### src/hw/rtl/pivff_pkg.sv
// Shared types, constants and register codes for the PI voltage loop.
// Used by pivff_ctrl, pivff_dp and pi_voltage_loop_with_feedforward.
package pivff_pkg;

  localparam int VOLT_W    = 16;
  localparam int ACC_FRAC  = 16;
  localparam int GAIN_FRAC = 24;
  localparam int GAIN_SHR  = GAIN_FRAC - ACC_FRAC;
  localparam int GAIN_W    = 32;
  localparam int CNT16_W   = 16;
  localparam int ERR_W     = VOLT_W + 1;
  localparam int DERR_W    = VOLT_W + 2;
  localparam int ACC_W     = 17 + ACC_FRAC;
  localparam int PROD_W    = GAIN_W + 1 + DERR_W;
  localparam int PSUM_W    = PROD_W + 1;
  localparam int INC_W     = PSUM_W - GAIN_SHR;
  localparam int ASUM_W    = INC_W + 1;
  localparam int NUM_W     = CNT16_W + VOLT_W;
  localparam int QUO_W     = 19 + ACC_FRAC;
  localparam int OVF_SHL   = QUO_W - ACC_FRAC;
  localparam int DIV_STEPS = QUO_W;
  localparam int CNT_W     = $clog2(DIV_STEPS);
  localparam int SUM_W     = QUO_W + 2;
  localparam int CFG_IDX_W = 2;

  localparam logic [GAIN_W-1:0]  KP_RST  = 32'd3355443;
  localparam logic [GAIN_W-1:0]  KI_RST  = 32'd12905;
  localparam logic [CNT16_W-1:0] LIM_RST = 16'd100;
  localparam logic [CNT16_W-1:0] PER_RST = 16'd1000;

  // feed-forward cap: 2^18 counts
  localparam logic [QUO_W-1:0] FF_CAP       = {1'b1, {(QUO_W-1){1'b0}}};
  localparam logic [QUO_W-1:0] FF_CAP_THRSH = FF_CAP | (QUO_W'(1) << ACC_FRAC);

  typedef enum logic [CFG_IDX_W-1:0] {
    CFG_PROP_GAIN  = 2'd0,
    CFG_INT_GAIN   = 2'd1,
    CFG_CTRL_LIMIT = 2'd2,
    CFG_PWM_PERIOD = 2'd3
  } cfg_idx_t;

  typedef struct packed {
    logic [VOLT_W-1:0] ref_voltage;
    logic [VOLT_W-1:0] feedback_voltage;
    logic [VOLT_W-1:0] bus_voltage;
  } in_item_t;

  typedef struct packed {
    logic [CNT16_W-1:0] duty_count;
    logic               loop_clamped;
    logic               duty_clamped;
  } out_item_t;

  typedef enum logic [2:0] {
    S_IDLE,
    S_MUL_P,
    S_MUL_I,
    S_ADD,
    S_ACC,
    S_DIV,
    S_EMIT
  } state_t;

  typedef struct packed {
    logic load;
    logic mul_p;
    logic mul_i;
    logic add;
    logic acc_upd;
    logic div_step;
    logic emit;
  } cmd_t;

  typedef struct packed {
    logic div_skip;
  } status_t;

endpackage

### src/hw/rtl/pivff_dp.sv
// Datapath: config registers, shared gain multiplier, PI accumulator,
// restoring divider for the feed-forward term and the output register.
// Depends on pivff_pkg.
module pivff_dp (
  input  logic                         clk,
  input  logic                         rst_n,
  input  logic                         cfg_wr_en,
  input  logic [pivff_pkg::CFG_IDX_W-1:0] cfg_index,
  input  logic [pivff_pkg::GAIN_W-1:0] cfg_wdata,
  input  pivff_pkg::in_item_t          in_data,
  input  pivff_pkg::cmd_t              cmd,
  output pivff_pkg::status_t           status,
  output pivff_pkg::out_item_t         out_data
);

  logic [pivff_pkg::GAIN_W-1:0]  kp_r, ki_r;
  logic [pivff_pkg::CNT16_W-1:0] lim_r, per_r;

  logic [pivff_pkg::VOLT_W-1:0]        ref_r, bus_r;
  logic signed [pivff_pkg::ERR_W-1:0]  err_r, prev_err_r;
  logic signed [pivff_pkg::DERR_W-1:0] derr_r;
  logic signed [pivff_pkg::PROD_W-1:0] mul_r, prod_r;
  logic signed [pivff_pkg::INC_W-1:0]  inc_r;
  logic signed [pivff_pkg::ACC_W-1:0]  pi_acc_r;
  logic                                loop_flag_r;
  logic [pivff_pkg::NUM_W-1:0]         num_r;
  logic                                zero_r, ovf_r;
  logic [pivff_pkg::CNT16_W-1:0]       rem_r;
  logic [pivff_pkg::QUO_W-1:0]         quo_r;
  pivff_pkg::out_item_t                out_r;

  logic signed [pivff_pkg::ERR_W-1:0]  err_c;
  logic signed [pivff_pkg::DERR_W-1:0] derr_c;
  logic signed [pivff_pkg::GAIN_W:0]   mul_a;
  logic signed [pivff_pkg::DERR_W-1:0] mul_b;
  logic signed [pivff_pkg::PSUM_W-1:0] psum_c;
  logic signed [pivff_pkg::ASUM_W-1:0] asum_c, lim_s, nlim_s;
  logic [pivff_pkg::CNT16_W:0]         dtry_c, ddiff_c;
  logic                                dge_c;
  logic [pivff_pkg::QUO_W-1:0]         ff_c;
  logic signed [pivff_pkg::SUM_W-1:0]  sum_c, per_s;
  logic signed [pivff_pkg::SUM_W-1:0]  sum_cl;
  logic                                duty_flag_c;

  always_ff @(posedge clk) begin
    if (!rst_n) begin
      kp_r  <= pivff_pkg::KP_RST;
      ki_r  <= pivff_pkg::KI_RST;
      lim_r <= pivff_pkg::LIM_RST;
      per_r <= pivff_pkg::PER_RST;
    end else if (cfg_wr_en) begin
      unique case (pivff_pkg::cfg_idx_t'(cfg_index))
        pivff_pkg::CFG_PROP_GAIN:  kp_r  <= cfg_wdata;
        pivff_pkg::CFG_INT_GAIN:   ki_r  <= cfg_wdata;
        pivff_pkg::CFG_CTRL_LIMIT: lim_r <= cfg_wdata[pivff_pkg::CNT16_W-1:0];
        pivff_pkg::CFG_PWM_PERIOD: per_r <= cfg_wdata[pivff_pkg::CNT16_W-1:0];
        default: ;
      endcase
    end
  end

  assign err_c  = $signed({1'b0, in_data.ref_voltage}) -
                  $signed({1'b0, in_data.feedback_voltage});
  assign derr_c = $signed({err_c[pivff_pkg::ERR_W-1], err_c}) -
                  $signed({prev_err_r[pivff_pkg::ERR_W-1], prev_err_r});

  assign mul_a = cmd.mul_i ? $signed({1'b0, ki_r}) : $signed({1'b0, kp_r});
  assign mul_b = cmd.mul_i ? $signed({err_r[pivff_pkg::ERR_W-1], err_r}) : derr_r;

  assign psum_c = $signed({prod_r[pivff_pkg::PROD_W-1], prod_r}) +
                  $signed({mul_r[pivff_pkg::PROD_W-1], mul_r});

  assign asum_c = $signed({{(pivff_pkg::ASUM_W-pivff_pkg::ACC_W){pi_acc_r[pivff_pkg::ACC_W-1]}},
                           pi_acc_r}) +
                  $signed({inc_r[pivff_pkg::INC_W-1], inc_r});
  assign lim_s  = $signed({{(pivff_pkg::ASUM_W-pivff_pkg::CNT16_W-pivff_pkg::ACC_FRAC){1'b0}},
                           lim_r, {pivff_pkg::ACC_FRAC{1'b0}}});
  assign nlim_s = -lim_s;

  // one restoring-division step
  assign dtry_c  = {rem_r, quo_r[pivff_pkg::QUO_W-1]};
  assign dge_c   = dtry_c >= {1'b0, bus_r};
  assign ddiff_c = dtry_c - {1'b0, bus_r};

  always_comb begin
    priority if (zero_r) begin
      ff_c = {{(pivff_pkg::QUO_W-pivff_pkg::CNT16_W-pivff_pkg::ACC_FRAC){1'b0}},
              per_r, {pivff_pkg::ACC_FRAC{1'b0}}};
    end else if (ovf_r || quo_r >= pivff_pkg::FF_CAP_THRSH) begin
      ff_c = pivff_pkg::FF_CAP;
    end else begin
      ff_c = quo_r;
    end
  end

  assign sum_c = $signed({{(pivff_pkg::SUM_W-pivff_pkg::ACC_W){pi_acc_r[pivff_pkg::ACC_W-1]}},
                          pi_acc_r}) +
                 $signed({2'b00, ff_c});
  assign per_s = $signed({{(pivff_pkg::SUM_W-pivff_pkg::CNT16_W-pivff_pkg::ACC_FRAC){1'b0}},
                          per_r, {pivff_pkg::ACC_FRAC{1'b0}}});

  always_comb begin
    duty_flag_c = 1'b1;
    priority if (sum_c > per_s) begin
      sum_cl = per_s;
    end else if (sum_c < 0) begin
      sum_cl = '0;
    end else begin
      sum_cl      = sum_c;
      duty_flag_c = 1'b0;
    end
  end

  always_ff @(posedge clk) begin
    if (!rst_n) begin
      prev_err_r <= '0;
      pi_acc_r   <= '0;
    end else begin
      if (cmd.load) begin
        prev_err_r <= err_c;
      end
      if (cmd.acc_upd) begin
        priority if (asum_c > lim_s) begin
          pi_acc_r <= lim_s[pivff_pkg::ACC_W-1:0];
        end else if (asum_c < nlim_s) begin
          pi_acc_r <= nlim_s[pivff_pkg::ACC_W-1:0];
        end else begin
          pi_acc_r <= asum_c[pivff_pkg::ACC_W-1:0];
        end
      end
    end
  end

  always_ff @(posedge clk) begin
    if (cmd.load) begin
      ref_r  <= in_data.ref_voltage;
      bus_r  <= in_data.bus_voltage;
      err_r  <= err_c;
      derr_r <= derr_c;
    end
    if (cmd.mul_p || cmd.mul_i) begin
      mul_r <= mul_a * mul_b;
    end
    if (cmd.mul_p) begin
      num_r <= per_r * ref_r;
    end
    if (cmd.mul_i) begin
      prod_r <= mul_r;
    end
    if (cmd.add) begin
      inc_r  <= psum_c[pivff_pkg::PSUM_W-1:pivff_pkg::GAIN_SHR];
      zero_r <= bus_r == '0;
      ovf_r  <= {{(pivff_pkg::QUO_W-pivff_pkg::NUM_W){1'b0}}, num_r} >=
                {bus_r, {pivff_pkg::OVF_SHL{1'b0}}};
      rem_r  <= {{(pivff_pkg::CNT16_W-pivff_pkg::NUM_W+pivff_pkg::OVF_SHL){1'b0}},
                 num_r[pivff_pkg::NUM_W-1:pivff_pkg::OVF_SHL]};
      quo_r  <= {num_r[pivff_pkg::OVF_SHL-1:0], {pivff_pkg::ACC_FRAC{1'b0}}};
    end
    if (cmd.acc_upd) begin
      loop_flag_r <= (asum_c > lim_s) || (asum_c < nlim_s);
    end
    if (cmd.div_step) begin
      rem_r <= dge_c ? ddiff_c[pivff_pkg::CNT16_W-1:0] : dtry_c[pivff_pkg::CNT16_W-1:0];
      quo_r <= {quo_r[pivff_pkg::QUO_W-2:0], dge_c};
    end
    if (cmd.emit) begin
      out_r.duty_count   <= sum_cl[pivff_pkg::ACC_FRAC+pivff_pkg::CNT16_W-1:pivff_pkg::ACC_FRAC];
      out_r.loop_clamped <= loop_flag_r;
      out_r.duty_clamped <= duty_flag_c;
    end
  end

  assign status.div_skip = zero_r || ovf_r;
  assign out_data        = out_r;

endmodule

### src/hw/rtl/pivff_ctrl.sv
// Controller FSM: sequences the datapath and owns both channel handshakes.
// Depends on pivff_pkg.
module pivff_ctrl (
  input  logic                clk,
  input  logic                rst_n,
  input  logic                in_valid,
  output logic                in_stall,
  output logic                out_valid,
  input  logic                out_stall,
  input  pivff_pkg::status_t  status,
  output pivff_pkg::cmd_t     cmd
);

  pivff_pkg::state_t             state_r, state_nxt;
  logic [pivff_pkg::CNT_W-1:0]   div_cnt_r, div_cnt_nxt;
  logic                          out_valid_r, out_valid_nxt;
  logic                          out_free;

  assign out_free = !out_valid_r || !out_stall;

  always_comb begin
    state_nxt = state_r;
    unique case (state_r)
      pivff_pkg::S_IDLE:  if (in_valid) state_nxt = pivff_pkg::S_MUL_P;
      pivff_pkg::S_MUL_P: state_nxt = pivff_pkg::S_MUL_I;
      pivff_pkg::S_MUL_I: state_nxt = pivff_pkg::S_ADD;
      pivff_pkg::S_ADD:   state_nxt = pivff_pkg::S_ACC;
      pivff_pkg::S_ACC: begin
        state_nxt = status.div_skip ? pivff_pkg::S_EMIT : pivff_pkg::S_DIV;
      end
      pivff_pkg::S_DIV: begin
        if (div_cnt_r == pivff_pkg::CNT_W'(pivff_pkg::DIV_STEPS - 1)) begin
          state_nxt = pivff_pkg::S_EMIT;
        end
      end
      pivff_pkg::S_EMIT:  if (out_free) state_nxt = pivff_pkg::S_IDLE;
      default:            state_nxt = pivff_pkg::S_IDLE;
    endcase
  end

  always_comb begin
    cmd           = '0;
    in_stall      = 1'b1;
    div_cnt_nxt   = '0;
    out_valid_nxt = out_valid_r && out_stall;
    unique case (state_r)
      pivff_pkg::S_IDLE: begin
        in_stall = 1'b0;
        cmd.load = in_valid;
      end
      pivff_pkg::S_MUL_P: cmd.mul_p   = 1'b1;
      pivff_pkg::S_MUL_I: cmd.mul_i   = 1'b1;
      pivff_pkg::S_ADD:   cmd.add     = 1'b1;
      pivff_pkg::S_ACC:   cmd.acc_upd = 1'b1;
      pivff_pkg::S_DIV: begin
        cmd.div_step = 1'b1;
        div_cnt_nxt  = div_cnt_r + 1'b1;
      end
      pivff_pkg::S_EMIT: begin
        cmd.emit = out_free;
        if (out_free) out_valid_nxt = 1'b1;
      end
      default: ;
    endcase
  end

  always_ff @(posedge clk) begin
    if (!rst_n) begin
      state_r     <= pivff_pkg::S_IDLE;
      div_cnt_r   <= '0;
      out_valid_r <= 1'b0;
    end else begin
      state_r     <= state_nxt;
      div_cnt_r   <= div_cnt_nxt;
      out_valid_r <= out_valid_nxt;
    end
  end

  assign out_valid = out_valid_r;

  a_accept_starts: assert property (@(posedge clk) disable iff (!rst_n)
    (in_valid && !in_stall) |=> state_r == pivff_pkg::S_MUL_P)
    else $error("accepted transaction did not start the multiply");

  a_div_cnt_range: assert property (@(posedge clk) disable iff (!rst_n)
    state_r == pivff_pkg::S_DIV |-> div_cnt_r < pivff_pkg::CNT_W'(pivff_pkg::DIV_STEPS))
    else $error("divide step counter out of range");

  a_out_from_emit: assert property (@(posedge clk) disable iff (!rst_n)
    $rose(out_valid_r) |-> $past(state_r) == pivff_pkg::S_EMIT)
    else $error("result raised outside emit state");

  a_emit_once: assert property (@(posedge clk) disable iff (!rst_n)
    cmd.emit |=> state_r == pivff_pkg::S_IDLE && out_valid_r)
    else $error("emit did not publish result");

endmodule

### src/hw/rtl/pi_voltage_loop_with_feedforward.sv
// Incremental PI voltage loop with ratio feed-forward, top level.
// A new input transaction is accepted only in the idle state, after the previous one has
// been emitted; the 35-step restoring divider is skipped when bus is 0 or the quotient
// would overflow its range.
// A result waiting in the output register does not block the next input.
// Reset (rst_n, synchronous, low): config registers to defaults, error and accumulator to 0.
module pi_voltage_loop_with_feedforward (
  input  logic                            clk,
  input  logic                            rst_n,
  input  logic                            cfg_wr_en,
  input  logic [pivff_pkg::CFG_IDX_W-1:0] cfg_index,
  input  logic [pivff_pkg::GAIN_W-1:0]    cfg_wdata,
  input  logic                            in_valid,
  output logic                            in_stall,
  input  pivff_pkg::in_item_t             in_data,
  output logic                            out_valid,
  input  logic                            out_stall,
  output pivff_pkg::out_item_t            out_data
);

  pivff_pkg::cmd_t    cmd;
  pivff_pkg::status_t status;

  pivff_ctrl u_ctrl (
    .clk       (clk),
    .rst_n     (rst_n),
    .in_valid  (in_valid),
    .in_stall  (in_stall),
    .out_valid (out_valid),
    .out_stall (out_stall),
    .status    (status),
    .cmd       (cmd)
  );

  pivff_dp u_dp (
    .clk       (clk),
    .rst_n     (rst_n),
    .cfg_wr_en (cfg_wr_en),
    .cfg_index (cfg_index),
    .cfg_wdata (cfg_wdata),
    .in_data   (in_data),
    .cmd       (cmd),
    .status    (status),
    .out_data  (out_data)
  );

endmodule

### config.mk
export PLATFORM = sky130hd
export DESIGN_NAME = pi_voltage_loop_with_feedforward
export DESIGN_NICKNAME = d
export VERILOG_FILES = /design/src/hw/rtl/pivff_pkg.sv /design/src/hw/rtl/pivff_dp.sv /design/src/hw/rtl/pivff_ctrl.sv /design/src/hw/rtl/pi_voltage_loop_with_feedforward.sv
export SDC_FILE = /design/constraint.sdc
export NUM_CORES = 2
export LEC_CHECK = 0
export ABC_AREA = 0
export BUFFER_PORTS_ARGS = -buffer_cell sky130_fd_sc_hd__buf_2
export CORE_MARGIN = 4
export CORE_UTILIZATION = 65
export CTS_BUF_LIST = sky130_fd_sc_hd__clkbuf_4 sky130_fd_sc_hd__clkbuf_8
export DETAILED_ROUTE_END_ITERATION = 10
export GPL_TIMING_DRIVEN = 0
export PLACE_DENSITY = 0.82
export SLEW_MARGIN = 20
export SYNTH_ARGS = -nofsm -noshare
export SYNTH_HDL_FRONTEND = slang
export SYNTH_SLANG_ARGS = --single-unit
### constraint.sdc
create_clock -name clk -period 18.85 [get_ports clk]
set_input_delay 4.7125 -clock clk [delete_from_list [all_inputs] [get_ports clk]]
set_output_delay 4.7125 -clock clk [all_outputs]
set_load 0.02 [all_outputs]
---- After elaboration in Yosys (flattened, before gate mapping) ----
Index checks and enable logic that the tools add are counted.
operators by class
  add/sub/neg operators ................... 8
  multipliers ............................. 2
  magnitude comparators ................... 7
  eq/ne operators ......................... 13
  multiplexer cells ....................... 29
  reductions and logical operators ........ 18
operators by type and width
  operator                                                                       number
  35-bit two-way mux                                                             4
  32-bit two-way mux                                                             3
  33-bit two-way mux                                                             2
  51-bit by 51-bit adder with 52-bit output                                      1
  33-bit by 18-bit multiplier with 51-bit output                                 1
  16-bit two-way mux                                                             3
  33-bit by 44-bit adder with 45-bit output                                      1
  45-bit by 33-bit > comparator with 1-bit output                                1
  45-bit less-than comparator                                                    1
  32-bit negator with 45-bit output                                              1
  33-bit by 36-bit adder with 37-bit output                                      1
  37-bit by 33-bit > comparator with 1-bit output                                1
  37-bit by 1-bit less-than comparator with 1-bit output, second input constant  1
  32-bit by 35-bit >= comparator with 1-bit output                               1
  35-bit >= comparator, second input constant                                    1
  16-bit by 16-bit multiplier with 32-bit output                                 1
  3-bit case mux with 7 select lines                                             1
  18-bit two-way mux                                                             1
  17-bit by 17-bit subtractor with 18-bit output                                 1
  17-bit by 16-bit >= comparator with 1-bit output                               1
  16-bit by 16-bit subtractor with 17-bit output                                 1
  16-bit zero test                                                               1
  16-bit subtractor                                                              1
  1-bit two-way mux                                                              11
  19 further kinds                                                               35
storage, ports and cells
  flip-flop bits (word level) ............. 473
  input bits .............................. 87
  word-level logic and storage cells ...... 102

---- Logic depth before layout (Yosys ltp) ----
  word-level depth ........................ 8
  gate-level depth with buffers ........... 33
  depth with buffers taken out ............ 30

---- Modules after synthesis ----
A second synthesis with hierarchy kept.
second synthesis, totals
  cells, all modules ...................... 5868
  area total of the unflattened synthesis .. 54659.9 µm²
by module, submodules not included
  module      times used  cells an instance  area each (µm²)
  pivff_dp    1           5810               54158.2
  pivff_ctrl  1           58                 501.7

---- Worst setup path before layout ----
No wires, ideal clock.
  kind .................................... register to register
  from .................................... register u_ctrl.state_r[2]
  to ...................................... register u_dp.mul_r[49] (netlist bit), data pin
  setup time .............................. 0.265 ns
  data arrival time ....................... 9.253 ns
  path slack .............................. 9.332 ns
  cell stages (with the launch flop) ...... 27
  clock period less this slack ............ 9.518 ns
  cells stage by stage .................... dfxtp_1 or3b_2 clkbuf_1 inv_2 buf_1 clkbuf_1 mux2i_1 nor2_1 fa_1 fa_1 fa_1 fa_1 fa_1 inv_1 fa_1 inv_1 ha_1 nand4_1 or3_1 or3_1 o2bb2ai_1 o41a_1 a31oi_1 o21ai_0 a21o_1 a21oi_1 or3_1
on the way
  cells in the longest elaborated chain, start to end .. 4
ends and longest elaborated chain
  element                                                   RTL line                        text
  start, declared                                           pivff_ctrl.sv:14                pivff_pkg::state_t state_r, state_nxt;
  start signal, assigned                                    pivff_ctrl.sv:69                state_r <= pivff_pkg::S_IDLE;
  start signal, assigned                                    pivff_ctrl.sv:73                state_r <= state_nxt;
  3-bit by 2-bit == test with 1-bit output *                pivff_ctrl.sv:46                unique case (state_r)
  1-bit two-way mux *                                       pivff_ctrl.sv:46
  32-bit two-way mux or 18-bit two-way mux (tied branches)  pivff_dp.sv:67, pivff_dp.sv:68
  33-bit by 18-bit multiplier with 51-bit output *          pivff_dp.sv:142                 mul_r <= mul_a * mul_b;
  end signal, assigned                                      pivff_dp.sv:142
  end, declared                                             pivff_dp.sv:22                  logic signed [pivff_pkg::PROD_W-1:0] mul_r, prod_r;
Every way passes the cells marked *; elsewhere a longest branch is shown, timed or not.
A chain may end at the register's enable or synchronous reset.

---- Worst setup path after layout ----
Same ends and word-level chain as after synthesis.

==> flow_summary_export.csv <==
group,metric,value,unit
outcome,status,"finished, final reports clean",
yosys,syn_nets,7255,
critical_path,crit_arrival,11.50,ns
yosys,synth_seq_cells,473,
yosys,syn-cell-area,54210,sq um
grt,met1_usage,45.42,%
floorplanning,io_pins,107,
placement,gpl.final_weighted_congestion,1.029,
finish,final_common_cell,"nand2_1",
worst_hold_path,min_path_cells,0,
grt,overflow,0,
worst_hold_path,hold_class,"flip-flop to flip-flop",
routing,routed_wl,158800,microns
yosys,ys_types,80,
critical_path,crit_top_cell,"fa_1",
yosys,syn_area_per_cell,9.084,sq um
placement,dp.final_hpwl,128100,microns
clock_network,post_cts_resized,0,
grt,antenna_found_initial,18,
grt,grt_pass1_vias,45260,
yosys,synth_top_area_cell,"fa_1",
timing,fin_crit,11.05,ns
timing,setup_tns,0,ns
floorplanning,core_area,82370,sq um
grt,grt_first_pass_wirelength,248400,microns
routing,detail-route-antenna-nets,0,
timing,fin_crit_sh,58.62,%
clock_network,cts.clk_slew.worst_paths,0.06,ns
floorplanning,fp.dieW,296.8,microns
yosys,synth_edf_count,317,
yosys,yosysWarnings,0,
routing,remaining_drc_errors,0,
grt,use_met3,9.363,%
timing,fmax,90.51,MHz
critical_path,crit_type,"flip-flop to flip-flop",
finish,syn_to_final_growth,7.074,%
timing,timing_hold_violations_final,0,
job,maxCapViolCount,0,
clock_network,postCtsSetupBuffers,0,
clock_network,clockRootBuffer,"clkbuf_8",
critical_path,cp-start-kind,"flip-flop",
timing,grt_setup_unrepaired,"no",
clock_network,clk_latency,0.74,ns
clock_network,cts_tree,"done",
floorplanning,rows,105,
timing,skew,0.04660,ns
grt,met2_usage,56.91,%
yosys,seq_area_frac_synth,23.32,%
critical_path,cp-end-kind,"flip-flop",
placement,port_buffers,104,
finish,layout_common_cells,"nand2_1, inv_1, fa_1",
clock_network,cts_buffer_depth,3,
grt,gr-max-usage-layer,"met2",
timing,relSlewSlack,22.96,%
critical_path,max_stage_delay,0.71,ns
critical_path,required,19.31,ns
critical_path,critPathMaxFanout,10,
finish,fillers,6296,
yosys,ys_top_cells_by_area,"fa_1, edfxtp_1, ha_1, nand2_1, inv_1",
timing,maxSlewViolCount,0,
yosys,syn_inst,5968,
routing,first_pass_iters,6,
grt,grt_max_degree,52,
yosys,yosys.area.top_type_share,25.07,%
critical_path,critPathSlowestCell,"clkbuf_1",
critical_path,r2r_cells,30,
floorplanning,die_height,296.8,microns
clock_network,cts_buffers,83,
routing,drt_iter0_markers,4266,
timing,worst_pin_slew,1.124,ns
routing,via_per_inst,6.033,
yosys,synthFlopType,"edfxtp_1",
routing,vias,44110,
finish,drive_above_1_share,4.732,%
finish,fin_util,70.47,%
floorplanning,initial_core_util,65.81,%
grt,grt_use_total,36.16,%
yosys,async_flop_share,0,%
clock_network,clkSinkCount,473,
finish,fin_nets,7453,
timing,finalSetupViolations,0,
clock_network,htreeDepth,3,
clock_network,ctsHoldBuffers,0,
floorplanning,die-area,88090,sq um
routing,wl_per_cell,21.71,microns
[synth_stat cells, types with 44 or more instances]
cell	number
edfxtp_1	317
xor2_1	65
dfxtp_1	156
a21o_1	119
nor2b_1	44
clkbuf_1	221
nor2_1	329
mux2i_1	87
o21ai_0	161
nand2_1	1172
fa_1	679
nor3_1	50
and2_1	163
nand3_1	70
xnor2_1	151
a21oi_1	215
a21boi_0	98
ha_1	521
inv_1	889
[path summary, 6_finish.rpt]
check | start | end | slack [ns]
worst min-delay path | u_dp.mul_r[0] | u_dp.prod_r[0] | 0.44
worst max register to register | u_ctrl.state_r[2] | u_dp.mul_r[49] | 7.80
worst min register to register | u_dp.mul_r[0] | u_dp.prod_r[0] | 0.44
worst max-delay path | u_ctrl.state_r[2] | u_dp.mul_r[49] | 7.80
[stage by stage]
step,hold WS (ns),cells,worst slack [ns],cell area [sq um]
finish,0.4446,7312,7.801,58050
floorplan,0.4003,5968,9.332,54210
CTS,0.4310,7304,8.164,58030
global route,0.4509,7310,7.664,58040
detailed placement,0.4492,7151,8.190,56280
global placement,0.4351,7142,6.531,56070
[routing by layer]
metal / up-vias / routed length [microns] / share of wire, %
li1: 19800 / - / -
met3: 646 / 17470 / 11
met4: 10 / 11120 / 7.0
met1: 21330 / 59370 / 37
met5: - / 62 / 0.039
met2: 2337 / 70760 / 45
[sequential cells by signal (all words and copies together) (netlist names), 17 cells and up]
| register | count |
|---|---|
| u_dp.derr_r | 18 |
| u_dp.ki_r | 32 |
| u_dp.inc_r | 44 |
| u_dp.out_data | 18 |
| u_dp.mul_r | 51 |
| u_dp.prev_err_r | 17 |
| u_dp.kp_r | 32 |
| u_dp.pi_acc_r | 33 |
| u_dp.num_r | 32 |
| u_dp.err_r | 17 |
| u_dp.quo_r | 35 |
| u_dp.prod_r | 51 |
[logic make-up (layout without fill, tap and decap cells)]
group | Yosys count | in the layout | share of synthesized area (%)
AO/OA/AOI/OAI | 831 | 831 | 10.02
XOR/XNOR | 216 | 216 | 3.490
adder cells (fa/ha/maj) | 1200 | 1200 | 37.10
buffers and inverters | 1121 | 1387 | 7.796
flip-flops | 473 | 473 | 23.32
multiplexers | 97 | 97 | 1.814
other | 0 | 8 | 0
AND/OR/NAND/NOR | 2030 | 2030 | 16.47
[critical path: cells and delay by family (launching register included)]
kind | cells | cell delay, ns
AOI/OAI and AO/OA | 7 | 2.50
adders and majority gates | 7 | 3.33
buffers and inverters | 8 | 2.46
DFF | 1 | 0.35
and+or+nand+nor | 8 | 2.14
[area by class of cell]
class | count | area, sq um | share of cell area [%]
Antenna cell | 8 | 20.02 | 0.03449
Buffer | 231 | 894.6 | 1.541
Clock buffer | 113 | 1430 | 2.464
Clock inverter | 40 | 317.8 | 0.5475
Inverter | 890 | 3341 | 5.755
Multi-Input combinational cell | 4374 | 37380 | 64.39
Sequential cell | 473 | 12640 | 21.78
Tap cell | 1070 | 1339 | 2.306
Timing Repair Buffer | 113 | 684.4 | 1.179
Power is left out: the tool's default activity adds up to more than one toggle a clock period on the data nets, which glitch-free logic cannot reach.
